## config.mk

```make
export PLATFORM = sky130hd
export DESIGN_NAME = buffer_pool_free_list_manager_top
export DESIGN_NICKNAME = d
export VERILOG_FILES = /design/src/bpfl_pkg.sv /design/src/bpfl_front.sv /design/src/bpfl_queue.sv /design/src/bpfl_back.sv /design/src/buffer_pool_free_list_manager_top.sv
export SDC_FILE = /design/constraint.sdc
export NUM_CORES = 2
export LEC_CHECK = 0
export BUFFER_PORTS_ARGS = -buffer_cell sky130_fd_sc_hd__buf_2
export CAP_MARGIN = 20
export CORE_UTILIZATION = 27
export CTS_BUF_LIST = sky130_fd_sc_hd__clkbuf_16
export DETAILED_ROUTE_END_ITERATION = 10
export GPL_TIMING_DRIVEN = 0
export HOLD_SLACK_MARGIN = 0.1
export PLACE_DENSITY = 0.41
export SYNTH_ARGS = -nofsm -noshare
export SYNTH_HDL_FRONTEND = slang
export SYNTH_SLANG_ARGS = --single-unit
```

## constraint.sdc

```tcl
create_clock -name clk -period 22.9 [get_ports clk]
set_input_delay 1.145 -clock clk [delete_from_list [all_inputs] [get_ports clk]]
set_output_delay 1.145 -clock clk [all_outputs]
set_load 0.03 [all_outputs]
```

## src/bpfl_pkg.sv

```systemverilog
// Shared types and constants for the buffer pool free-list manager.
`timescale 1ns / 1ps

package bpfl_pkg;

	localparam int COUNT_W = 5;
	localparam int IDX_W   = 8;

	// Classified command passed from the front end to the executing back end.
	typedef struct packed {
		logic               is_rel;
		logic [COUNT_W-1:0] cnt;
		logic [IDX_W-1:0]   idx;
		logic               idx_ok;
		logic               blast;
	} cmd_t;

	typedef enum logic [2:0] {
		ST_INIT,
		ST_IDLE,
		ST_ACQ,
		ST_GRANT,
		ST_SPLICE
	} back_state_t;

endpackage

```

## src/bpfl_front.sv

```systemverilog
// Front end: accepts request beats and classifies them into commands.
`timescale 1ns / 1ps

module bpfl_front #(
	parameter int NUM_BUFFERS = 256,
	parameter int MAX_REQUEST = 16
) (
	input  logic                        clk,
	input  logic                        arst_n,
	input  logic                        ready_en,
	input  logic                        req_valid,
	output logic                        req_ready,
	input  logic                        action,
	input  logic [bpfl_pkg::COUNT_W-1:0] count,
	input  logic [bpfl_pkg::IDX_W-1:0]  rel_index,
	input  logic                        batch_last,
	output logic                        cmd_valid,
	input  logic                        cmd_ready,
	output bpfl_pkg::cmd_t              cmd
);

	logic           v_s1;
	bpfl_pkg::cmd_t cmd_s1;
	bpfl_pkg::cmd_t cmd_d;
	logic           accept;

	assign req_ready = ready_en && (!v_s1 || cmd_ready);
	assign accept    = req_valid && req_ready;

	always_comb begin
		cmd_d.is_rel = action;
		// Requests above the limit are cut down to it.
		if (32'(count) > MAX_REQUEST) begin
			cmd_d.cnt = bpfl_pkg::COUNT_W'(MAX_REQUEST);
		end else begin
			cmd_d.cnt = count;
		end
		cmd_d.idx    = rel_index;
		cmd_d.idx_ok = (32'(rel_index) < NUM_BUFFERS);
		cmd_d.blast  = batch_last;
	end

	always_ff @(posedge clk or negedge arst_n) begin
		if (!arst_n) begin
			v_s1 <= 1'b0;
		end else begin
			v_s1 <= accept || (v_s1 && !cmd_ready);
		end
	end

	always_ff @(posedge clk) begin
		if (accept) begin
			cmd_s1 <= cmd_d;
		end
	end

	assign cmd_valid = v_s1;
	assign cmd       = cmd_s1;

endmodule

```

## src/bpfl_queue.sv

```systemverilog
// Two-entry command queue between the front end and the back end.
`timescale 1ns / 1ps

module bpfl_queue (
	input  logic           clk,
	input  logic           arst_n,
	input  logic           push_valid,
	output logic           push_ready,
	input  bpfl_pkg::cmd_t push_cmd,
	output logic           pop_valid,
	input  logic           pop,
	output bpfl_pkg::cmd_t pop_cmd
);

	bpfl_pkg::cmd_t entry_q [2];
	logic           wr_ptr_q;
	logic           rd_ptr_q;
	logic [1:0]     fill_q;
	logic           do_push;
	logic           do_pop;

	assign push_ready = (fill_q != 2'd2);
	assign pop_valid  = (fill_q != 2'd0);
	assign do_push    = push_valid && push_ready;
	assign do_pop     = pop && pop_valid;
	assign pop_cmd    = entry_q[rd_ptr_q];

	always_ff @(posedge clk or negedge arst_n) begin
		if (!arst_n) begin
			wr_ptr_q <= 1'b0;
			rd_ptr_q <= 1'b0;
			fill_q   <= 2'd0;
		end else begin
			if (do_push) begin
				wr_ptr_q <= !wr_ptr_q;
			end
			if (do_pop) begin
				rd_ptr_q <= !rd_ptr_q;
			end
			if (do_push && !do_pop) begin
				fill_q <= fill_q + 2'd1;
			end else if (do_pop && !do_push) begin
				fill_q <= fill_q - 2'd1;
			end
		end
	end

	always_ff @(posedge clk) begin
		if (do_push) begin
			entry_q[wr_ptr_q] <= push_cmd;
		end
	end

endmodule

```

## src/bpfl_back.sv

```systemverilog
// Back end: link memory, free-list heads and the grant/release sequencer.
`timescale 1ns / 1ps

module bpfl_back #(
	parameter int NUM_BUFFERS = 256
) (
	input  logic                       clk,
	input  logic                       arst_n,
	output logic                       init_done,
	input  logic                       cmd_valid,
	input  bpfl_pkg::cmd_t             cmd,
	output logic                       cmd_pop,
	output logic                       rsp_valid,
	input  logic                       rsp_ready,
	output logic [bpfl_pkg::IDX_W-1:0] granted_index,
	output logic                       granted,
	output logic                       last
);

	localparam int AW    = (NUM_BUFFERS > 1) ? $clog2(NUM_BUFFERS) : 1;
	localparam int PTR_W = $clog2(NUM_BUFFERS + 1);
	localparam logic [PTR_W-1:0] NIL = PTR_W'(NUM_BUFFERS);
	localparam logic [AW-1:0]    LAST_ADDR = AW'(NUM_BUFFERS - 1);

	bpfl_pkg::back_state_t state_q, state_d;

	logic [AW-1:0]    init_q, init_d;
	logic [PTR_W-1:0] acq_head_q, acq_head_d;
	logic [PTR_W-1:0] rel_head_q, rel_head_d;
	logic [PTR_W-1:0] bat_head_q, bat_head_d;
	logic [PTR_W-1:0] bat_tail_q, bat_tail_d;
	logic [bpfl_pkg::COUNT_W-1:0] rem_q, rem_d;
	logic             swapped_q, swapped_d;

	logic             out_valid_q;
	logic [bpfl_pkg::IDX_W-1:0] out_index_q;
	logic             out_granted_q;
	logic             out_last_q;

	logic             load_out;
	logic [bpfl_pkg::IDX_W-1:0] o_index;
	logic             o_granted;
	logic             o_last;
	logic             out_free;

	logic [PTR_W-1:0] link_mem [NUM_BUFFERS];
	logic [PTR_W-1:0] rdata_q;
	logic             mem_we;
	logic [AW-1:0]    mem_waddr;
	logic [PTR_W-1:0] mem_wdata;
	logic             mem_re;
	logic [AW-1:0]    mem_raddr;

	logic [PTR_W-1:0] idx_p;
	logic             fin;

	assign out_free  = !out_valid_q || rsp_ready;
	assign idx_p     = PTR_W'(cmd.idx);
	assign init_done = (state_q != bpfl_pkg::ST_INIT);

	always_comb begin
		state_d    = state_q;
		init_d     = init_q;
		acq_head_d = acq_head_q;
		rel_head_d = rel_head_q;
		bat_head_d = bat_head_q;
		bat_tail_d = bat_tail_q;
		rem_d      = rem_q;
		swapped_d  = swapped_q;
		cmd_pop    = 1'b0;
		mem_we     = 1'b0;
		mem_waddr  = init_q;
		mem_wdata  = PTR_W'(init_q) + PTR_W'(1);
		mem_re     = 1'b0;
		mem_raddr  = acq_head_q[AW-1:0];
		load_out   = 1'b0;
		o_index    = '0;
		o_granted  = 1'b0;
		o_last     = 1'b1;
		fin        = 1'b0;

		unique case (state_q)
			bpfl_pkg::ST_INIT: begin
				// Clearing pass: every entry links to the next one, the last one to NIL.
				mem_we = 1'b1;
				init_d = init_q + AW'(1);
				if (init_q == LAST_ADDR) begin
					state_d = bpfl_pkg::ST_IDLE;
				end
			end
			bpfl_pkg::ST_IDLE: begin
				if (cmd_valid) begin
					if (cmd.is_rel) begin
						if (cmd.idx_ok) begin
							if (bat_head_q >= NIL) begin
								bat_head_d = idx_p;
							end else if (bat_tail_q < NIL) begin
								mem_we    = 1'b1;
								mem_waddr = bat_tail_q[AW-1:0];
								mem_wdata = idx_p;
							end
							bat_tail_d = idx_p;
						end
						if (cmd.blast) begin
							state_d = bpfl_pkg::ST_SPLICE;
						end else begin
							cmd_pop = 1'b1;
						end
					end else begin
						rem_d     = cmd.cnt;
						swapped_d = 1'b0;
						if (cmd.cnt == '0) begin
							if (out_free) begin
								load_out = 1'b1;
								cmd_pop  = 1'b1;
							end
						end else begin
							state_d = bpfl_pkg::ST_ACQ;
						end
					end
				end
			end
			bpfl_pkg::ST_ACQ: begin
				if (acq_head_q < NIL) begin
					mem_re  = 1'b1;
					state_d = bpfl_pkg::ST_GRANT;
				end else if (!swapped_q && rel_head_q < NIL) begin
					acq_head_d = rel_head_q;
					rel_head_d = NIL;
					swapped_d  = 1'b1;
				end else if (out_free) begin
					// Both lists are empty: one beat with nothing granted.
					rel_head_d = NIL;
					load_out   = 1'b1;
					cmd_pop    = 1'b1;
					state_d    = bpfl_pkg::ST_IDLE;
				end
			end
			bpfl_pkg::ST_GRANT: begin
				fin = (rem_q == bpfl_pkg::COUNT_W'(1)) ||
					((rdata_q >= NIL) && (swapped_q || rel_head_q >= NIL));
				if (out_free) begin
					load_out   = 1'b1;
					o_index    = bpfl_pkg::IDX_W'(acq_head_q);
					o_granted  = 1'b1;
					o_last     = fin;
					acq_head_d = rdata_q;
					rem_d      = rem_q - bpfl_pkg::COUNT_W'(1);
					if (fin) begin
						cmd_pop = 1'b1;
						state_d = bpfl_pkg::ST_IDLE;
					end else begin
						if (rdata_q >= NIL) begin
							// Acquire list ran dry: continue on the release list.
							acq_head_d = rel_head_q;
							rel_head_d = NIL;
							swapped_d  = 1'b1;
						end
						state_d = bpfl_pkg::ST_ACQ;
					end
				end
			end
			bpfl_pkg::ST_SPLICE: begin
				if (bat_head_q < NIL && bat_tail_q < NIL) begin
					mem_we     = 1'b1;
					mem_waddr  = bat_tail_q[AW-1:0];
					mem_wdata  = rel_head_q;
					rel_head_d = bat_head_q;
				end
				bat_head_d = NIL;
				bat_tail_d = NIL;
				cmd_pop    = 1'b1;
				state_d    = bpfl_pkg::ST_IDLE;
			end
			default: begin
				state_d = bpfl_pkg::ST_IDLE;
			end
		endcase
	end

	always_ff @(posedge clk or negedge arst_n) begin
		if (!arst_n) begin
			state_q     <= bpfl_pkg::ST_INIT;
			init_q      <= '0;
			acq_head_q  <= '0;
			rel_head_q  <= NIL;
			bat_head_q  <= NIL;
			bat_tail_q  <= NIL;
			rem_q       <= '0;
			swapped_q   <= 1'b0;
			out_valid_q <= 1'b0;
		end else begin
			state_q     <= state_d;
			init_q      <= init_d;
			acq_head_q  <= acq_head_d;
			rel_head_q  <= rel_head_d;
			bat_head_q  <= bat_head_d;
			bat_tail_q  <= bat_tail_d;
			rem_q       <= rem_d;
			swapped_q   <= swapped_d;
			out_valid_q <= load_out || (out_valid_q && !rsp_ready);
		end
	end

	always_ff @(posedge clk) begin
		if (load_out) begin
			out_index_q   <= o_index;
			out_granted_q <= o_granted;
			out_last_q    <= o_last;
		end
	end

	always_ff @(posedge clk) begin
		if (mem_we) begin
			link_mem[mem_waddr] <= mem_wdata;
		end
		if (mem_re) begin
			rdata_q <= link_mem[mem_raddr];
		end
	end

	assign rsp_valid     = out_valid_q;
	assign granted_index = out_index_q;
	assign granted       = out_granted_q;
	assign last          = out_last_q;

endmodule

```

## src/buffer_pool_free_list_manager_top.sv

```systemverilog
// Top level of the buffer pool free-list manager.
//
//   Channel  Handshake              Beat contents
//   req      req_valid/req_ready    action, count, rel_index, batch_last
//   rsp      rsp_valid/rsp_ready    granted_index, granted, last
//
// An acquire is classified by the front end; in the back end each grant waits
// for the registered link-memory read that yields the next head, and moving
// the release list over before the first grant is a step of its own. A release
// element that closes a batch also passes through the splice state. After reset
// a clearing pass over all NUM_BUFFERS entries builds the initial chain;
// req_ready stays low until it ends. A two-entry command queue lets the
// front end keep taking beats while the back end waits on rsp_ready.
`timescale 1ns / 1ps

module buffer_pool_free_list_manager_top #(
	parameter int NUM_BUFFERS = 256,
	parameter int MAX_REQUEST = 16
) (
	input  logic                         clk,
	input  logic                         arst_n,
	input  logic                         req_valid,
	output logic                         req_ready,
	input  logic                         action,
	input  logic [bpfl_pkg::COUNT_W-1:0] count,
	input  logic [bpfl_pkg::IDX_W-1:0]   rel_index,
	input  logic                         batch_last,
	output logic                         rsp_valid,
	input  logic                         rsp_ready,
	output logic [bpfl_pkg::IDX_W-1:0]   granted_index,
	output logic                         granted,
	output logic                         last
);

	logic           init_done;
	logic           f_valid;
	logic           f_ready;
	bpfl_pkg::cmd_t f_cmd;
	logic           q_valid;
	logic           q_pop;
	bpfl_pkg::cmd_t q_cmd;

	bpfl_front #(
		.NUM_BUFFERS(NUM_BUFFERS),
		.MAX_REQUEST(MAX_REQUEST)
	) u_front (
		.clk         (clk),
		.arst_n      (arst_n),
		.ready_en    (init_done),
		.req_valid   (req_valid),
		.req_ready   (req_ready),
		.action      (action),
		.count       (count),
		.rel_index   (rel_index),
		.batch_last  (batch_last),
		.cmd_valid   (f_valid),
		.cmd_ready   (f_ready),
		.cmd         (f_cmd)
	);

	bpfl_queue u_queue (
		.clk       (clk),
		.arst_n    (arst_n),
		.push_valid(f_valid),
		.push_ready(f_ready),
		.push_cmd  (f_cmd),
		.pop_valid (q_valid),
		.pop       (q_pop),
		.pop_cmd   (q_cmd)
	);

	bpfl_back #(
		.NUM_BUFFERS(NUM_BUFFERS)
	) u_back (
		.clk          (clk),
		.arst_n       (arst_n),
		.init_done    (init_done),
		.cmd_valid    (q_valid),
		.cmd          (q_cmd),
		.cmd_pop      (q_pop),
		.rsp_valid    (rsp_valid),
		.rsp_ready    (rsp_ready),
		.granted_index(granted_index),
		.granted      (granted),
		.last         (last)
	);

endmodule

```

---- Word-level counts from Yosys, hierarchy flattened ----
Memories as Yosys holds them, arrays and structs flattened. A register that Yosys moved wholly into a read port is not among the register bits.
Index checks and enable logic that the tools add are counted.
storage, ports and cells
  bits in writable memories ............... 2334
  memories kept ........................... 2
  register bits ........................... 84
  input bits .............................. 19
  output and inout bits ................... 12
memory list
  name             words  width  rd ports  clocked after Yosys merged registers in  wr ports  line              source
  u_back.link_mem  256    9      1         1                                        1         bpfl_back.sv:46   logic [PTR_W-1:0] link_mem [NUM_BUFFERS];
  u_queue.entry_q  2      15     1         0                                        1         bpfl_queue.sv:15  bpfl_pkg::cmd_t entry_q [2];
cells by class
  mux-type cells .......................... 88
  eq/ne operators ......................... 24
  $lt $le $gt $ge ......................... 8
  add/subtract/negate cells ............... 5
  reductions and logical operators ........ 44
operator list
  operator                                                         count
  9-bit two-way mux                                                25
  9-bit one-hot mux with 2 select lines                            4
  8-bit two-way mux                                                6
  9-bit less-than comparator, second input constant                4
  1-bit two-way mux                                                30
  9-bit greater-or-equal comparator, second input constant         3
  3-bit two-way mux                                                9
  9-bit one-hot mux with 3 select lines                            1
  8-bit one-hot mux with 2 select lines                            1
  5-bit two-way mux                                                3
  2-bit != test, second input constant                             7
  7-bit AND reduction                                              2
  2-bit by 1-bit != test with 1-bit output, second input constant  6
  3-bit one-hot mux with 4 select lines                            1
  4-bit AND reduction                                              3
  1-bit logical AND                                                11
  5-bit one-hot mux with 2 select lines                            1
  2-bit nonzero test                                               5
  8-bit by 1-bit adder with 9-bit output, second input constant    1
  1-bit zero test                                                  9
  1-bit one-hot mux with 3 select lines                            3
  3-bit nonzero test                                               3
  8-bit by 1-bit adder with 8-bit output, second input constant    1
  8-bit equality test, second input constant                       1
  19 further kinds                                                 29

---- Longest topological paths before layout ----
  depth in word-level cells ............... 11
  mapped depth ............................ 13
  depth with buffers taken out ............ 11

---- Hierarchy ----
From an unflattened synthesis, not the netlist that was laid out.
unflattened totals
  cells, all modules ...................... 4660
  area, all modules ....................... 94819.7 um^2
modules (own cells, without submodules)
  module      seq. area each (um^2)  area an instance (um^2)  cells each  instances
  bpfl_back   71112.0                92857.8                  4564        1
  bpfl_queue  1061.0                 1402.6                   68          1
  bpfl_front  475.5                  559.3                    28          1

---- Worst setup path after synthesis ----
No wires, ideal clock.
  path kind ............................... register to register
  start point ............................. register u_back.state_q[1]
  end point ............................... memory u_back.link_mem[0][7] (netlist bit) (data pin)
  setup slack ............................. 12731 ps
  arrival time ............................ 8540 ps
  required time ........................... 21271 ps
  stages on the path, launching flop included .. 8
  clock period less this slack ............ 10169 ps
  buffers on the path ..................... 2
  cells stage by stage .................... dfrtp_1 > clkbuf_1 > buf_1 > nor2_1 > nand3_1 > nor2_1 > nand2_1 > o221ai_1
on the way
  word-level cells in the longest chain between the ends .. 2
  elaborated cells between the ends (all ways) .. 3
ends and longest elaborated chain
  what                                                                                          line              source
  from (decl)                                                                                   bpfl_back.sv:25   bpfl_pkg::back_state_t state_q, state_d;
  from (signal assigned)                                                                        bpfl_back.sv:183  state_q <= bpfl_pkg::ST_INIT;
  from (signal assigned)                                                                        bpfl_back.sv:193  state_q <= state_d;
  3-bit equality test / 3-bit by 1-bit equality test with 1-bit output (equally long branches)  bpfl_back.sv:82   unique case (state_q)
  9-bit one-hot mux with 2 select lines (*)                                                     bpfl_back.sv:82
  net u_back.mem_wdata[7]                                                                       bpfl_back.sv:50   logic [PTR_W-1:0] mem_wdata;
  to (decl)                                                                                     bpfl_back.sv:46
Mark *: on every way through the listed nets, which the timed path passes. The rest lies on a longest branch.

---- Worst setup path in the final report ----
  start point ............................. register u_back.acq_head_q[2]
  end point ............................... register u_back.rdata_q[3], read port of u_back.link_mem (data pin)
on the way
  word-level cells in the longest chain between the ends .. 3
ends and longest elaborated chain
  what                        line              source
  from (decl)                 bpfl_back.sv:28   logic [PTR_W-1:0] acq_head_q, acq_head_d;
  from (signal assigned)      bpfl_back.sv:195  acq_head_q <= acq_head_d;
  9-bit less-than comparator  bpfl_back.sv:124  if (acq_head_q < NIL) begin
  1-bit two-way mux           bpfl_back.sv:124
  1-bit two-way mux           bpfl_back.sv:82
  to (decl)                   bpfl_back.sv:47   logic [PTR_W-1:0] rdata_q;
Several ways; a longest one is shown, not always the timed one.
A chain may end at the register's enable or synchronous reset.

==> key figures <==
Floorplan
  • Die area: 0.359 sq mm
  • Core Area: 0.354 sq mm
  • Die Ht: 599 um
  • Row count: between 200 and 250
  • Top Ports: 31
  • Die W: 599 um
  • Initial Utilization: 27.2%

Global route
  • Total track usage: 24.9%
  • Largest net degree at the start of global routing: 71
  • Vias in the first global route: 54300
  • First-pass GRT wire length: 577000 um
  • Met1 usage: 33.2%
  • GR Overflow Total: 0
  • Initial antenna violation count: 53
  • Met3 GRT Util: 6.73%
  • Most used routing layer: met2
  • M2 GR Usage: between 30% and 40%

Synthesis
  • Seq/Total Area, Yosys: roughly 75%
  • Syn Inst Count: around 4900
  • Most common cell in the netlist: edfxtp_1
  • Post-synth top cells: edfxtp_1 (2368), mux4_2 (419), nor2_1 (306), mux2i_1 (291), nand2_1 (197)
  • Ys Warns: 0
  • Commonest register cell after synthesis: edfxtp_1
  • Async SR Flop Fraction: 2.43%
  • Synth top area cells: edfxtp_1 (74%), mux4_2 (9.8%), mux2i_1 (3.0%)
  • Yosys top cell by area: edfxtp_1
  • Number of synthesized flops with an enable pin: between 2000 and 2500
  • Seq cells post-synth: 2427
  • Unique masters post-synth: 98
  • Yosys top cell area share: approximately three quarters
  • Syn nets: 4904
  • Mapped Area: 0.0963 sq mm
  • Syn Area/Cell: 19.7 sq um

Layout
  • Fin area: 0.115 sq mm
  • Area added between synthesis and finish: 19.1%
  • NumNets Final: 5437
  • Share of cells above drive strength 1: 25.0%

STA
  • Final hold slack: 0.379 ns
  • Fin crit period: 6.62 ns
  • Fmax: 0.151 GHz
  • Least-Margin Pin Slew: about 1.4 ns
  • # setup viols final: 0
  • Final Hold Fails: 0
  • Setup_tns: 0 ns
  • Final max-slew violation count: 0
  • Unrepaired setup endpoints after global routing: false
  • Clk_skew: 0.0515 ns
  • Fin crit share: between 20 and 30%
  • Slew headroom: 4.55%

Setup path
  • CP Launch Point: u_back.acq_head_q[2]
  • Top cell by count, worst path: buf_2
  • Slowest stage delay, CP: ~1 ns
  • Crit path cell chain: buf_2 > buf_2 > buf_2 > buf_4 > buf_2 > mux2i_1 > a32oi_1 > and3_1 > a211oi_1
  • WS Path Type: register to register
  • CP max FO: 11
  • CP required: around 23 ns
  • Reg2reg start: u_back.acq_head_q[2]
  • Slowest cell on crit path: buf_2
  • CP endpoint kind: register
  • Critical Path AT: 7.13 ns
  • Type of origin of the critical path: register

Clock network
  • Post-CTS Resized: 0
  • Post-CTS setup repair buffer count: 0
  • TritonCTS clock tree: done
  • Root Driver: clkbuf_16
  • CTS Buffer Depth: 4
  • Post-CTS Hold Fix Bufs: 0
  • H-Tree Depth: 5
  • CTS sink cnt: around 2400
  • CTS clock-pin slew for the worst setup and hold paths: approximately 0.06 ns
  • Worst skew pair latency: 0.88 ns
  • Cts bufs inserted: approximately 280

Route
  • Vias post-DR: 57000
  • Drt first-iter violations: 8883
  • Routed len/inst: 43.7 um
  • Number of remaining DRC errors: 0
  • Routed Antenna Nets: 0
  • Via density: 5.50
  • WL final: 453000 um
  • Drt pass-1 iters: 5

Worst hold path
  • Hold Crit Class: input pin to asynchronous set/reset pin

Power and ir drop
  • VDD IR-drop max: 0.130 mV
  • Leakage: 35.5 nW
  • P per Cell Area: 159 mW/mm^2

Place
  • I/O Buffers: 30
  • Routability cong.: approximately 0.95
  • Post-DP HPWL: 307000 um
  • Placement Cell Area: about 0.11 sq mm

Job
  • Max_cap viols: 0

Run status
  • Outcome: finished, final reports clean
final cells by class:
cell class                      instances  area, sq um
Inverter                               21         78.8
Fill cell                           34000       239000
Clock inverter                        202         1310
Timing Repair Buffer                  252         3580
Antenna cell                           14         35.0
Tap cell                             4730         5920
Buffer                                286         2050
Clock buffer                          288         7210
Sequential cell                      2427        72600
Multi-Input combinational cell       2147        21900
path summary, 6_finish.rpt:
kind	end	slack [ns]	cells after the start
min	u_front.cmd_valid	0.38	1
max in group asynchronous	u_back.acq_head_q[6]	21.96	1
min in group clk	u_front.cmd[0]	0.44	1
max reg2reg	u_back.rdata_q[3]	16.28	9
min reg2reg	u_queue.entry_q[0][3]	0.44	0
max	u_back.rdata_q[3]	16.28	9
worst max-delay path: cells and delay by family (launching register included):
family | cells | cell delay [ns]
AO/OA/AOI/OAI | 2 | 1.21
buffers and inverters | 5 | 3.27
flip-flops | 1 | 0.56
multiplexers | 1 | 0.62
AND/OR/NAND/NOR | 1 | 0.42
layer usage:
metal | vias to the layer above | share of wire [%]
met2 | 3589 | 44
met5 | - | 0.019
met4 | 12 | 5.7
li1 | 21200 | -
met1 | 31300 | 40
met3 | 839 | 10
state kept, by name (all words and copies together) (netlist names):
register / flops
u_back.rdata_q: 9
u_back.state_q: 3
u_back.init_q: 8
u_queue.wr_ptr_q: 1
u_back.rsp_valid: 1
u_back.granted: 1
u_front.cmd: 15
u_back.rem_q: 5
u_back.last: 1
u_back.rel_head_q: 9
u_queue.rd_ptr_q: 1
u_back.granted_index: 8
u_queue.fill_q: 2
u_back.acq_head_q: 9
u_back.bat_head_q: 9
u_back.link_mem: 2304
u_front.cmd_valid: 1
u_queue.entry_q: 30
u_back.swapped_q: 1
u_back.bat_tail_q: 9
per-stage QoR:
stage / worst slack, ns / std cells / power, mW / util (%)
finish: 16.28 / 10400 / 18.2 / 32.4
global route: 16.53 / 10400 / 18.3 / 32.4
CTS: 16.41 / 10300 / 18.0 / 32.3
detailed placement: 16.43 / 9830 / 13.8 / 29.9
global placement: 0.347 / 9641 / 13.9 / 28.9
floorplan: 12.73 / 4881 / 9.53 / -
cells in the final DEF, fill, tap and decap left out, drive strengths merged, types with 35 or more instances in the layout:
cell type,netlist,routed
a21oi,66,66
buf,216,466
clkbuf,69,359
clkinv,2,119
dfrtp,56,56
edfxtp,2368,2368
inv,19,88
mux2,55,55
mux2i,294,294
mux4,457,457
nand2,199,199
nand3,63,63
nor2,307,307
nor2b,35,35
nor3,52,52
o21ai,79,79
o221ai,85,85
o22ai,78,78
logic make-up (layout without fill, tap and decap cells):
logic type	count (synthesis)	count (layout)	synth area share (%)
other cells	0	14	0
flops	2427	2427	75.4
compound gates	509	509	3.76
fa+ha+maj	4	4	0.0520
xor+xnor	18	18	0.164
buf+inv	307	1049	2.18
mux	806	806	14.6
simple gates	810	810	3.90
report_power, final:
part	switching, mW	total [mW]	internal, mW
Sequential	0.0760	6.04	5.97
Combinational	5.83	7.86	2.03
Clock	1.87	4.31	2.43
Total	7.77	18.2	10.4
No activity file was read; power rests on OpenSTA's default activity.
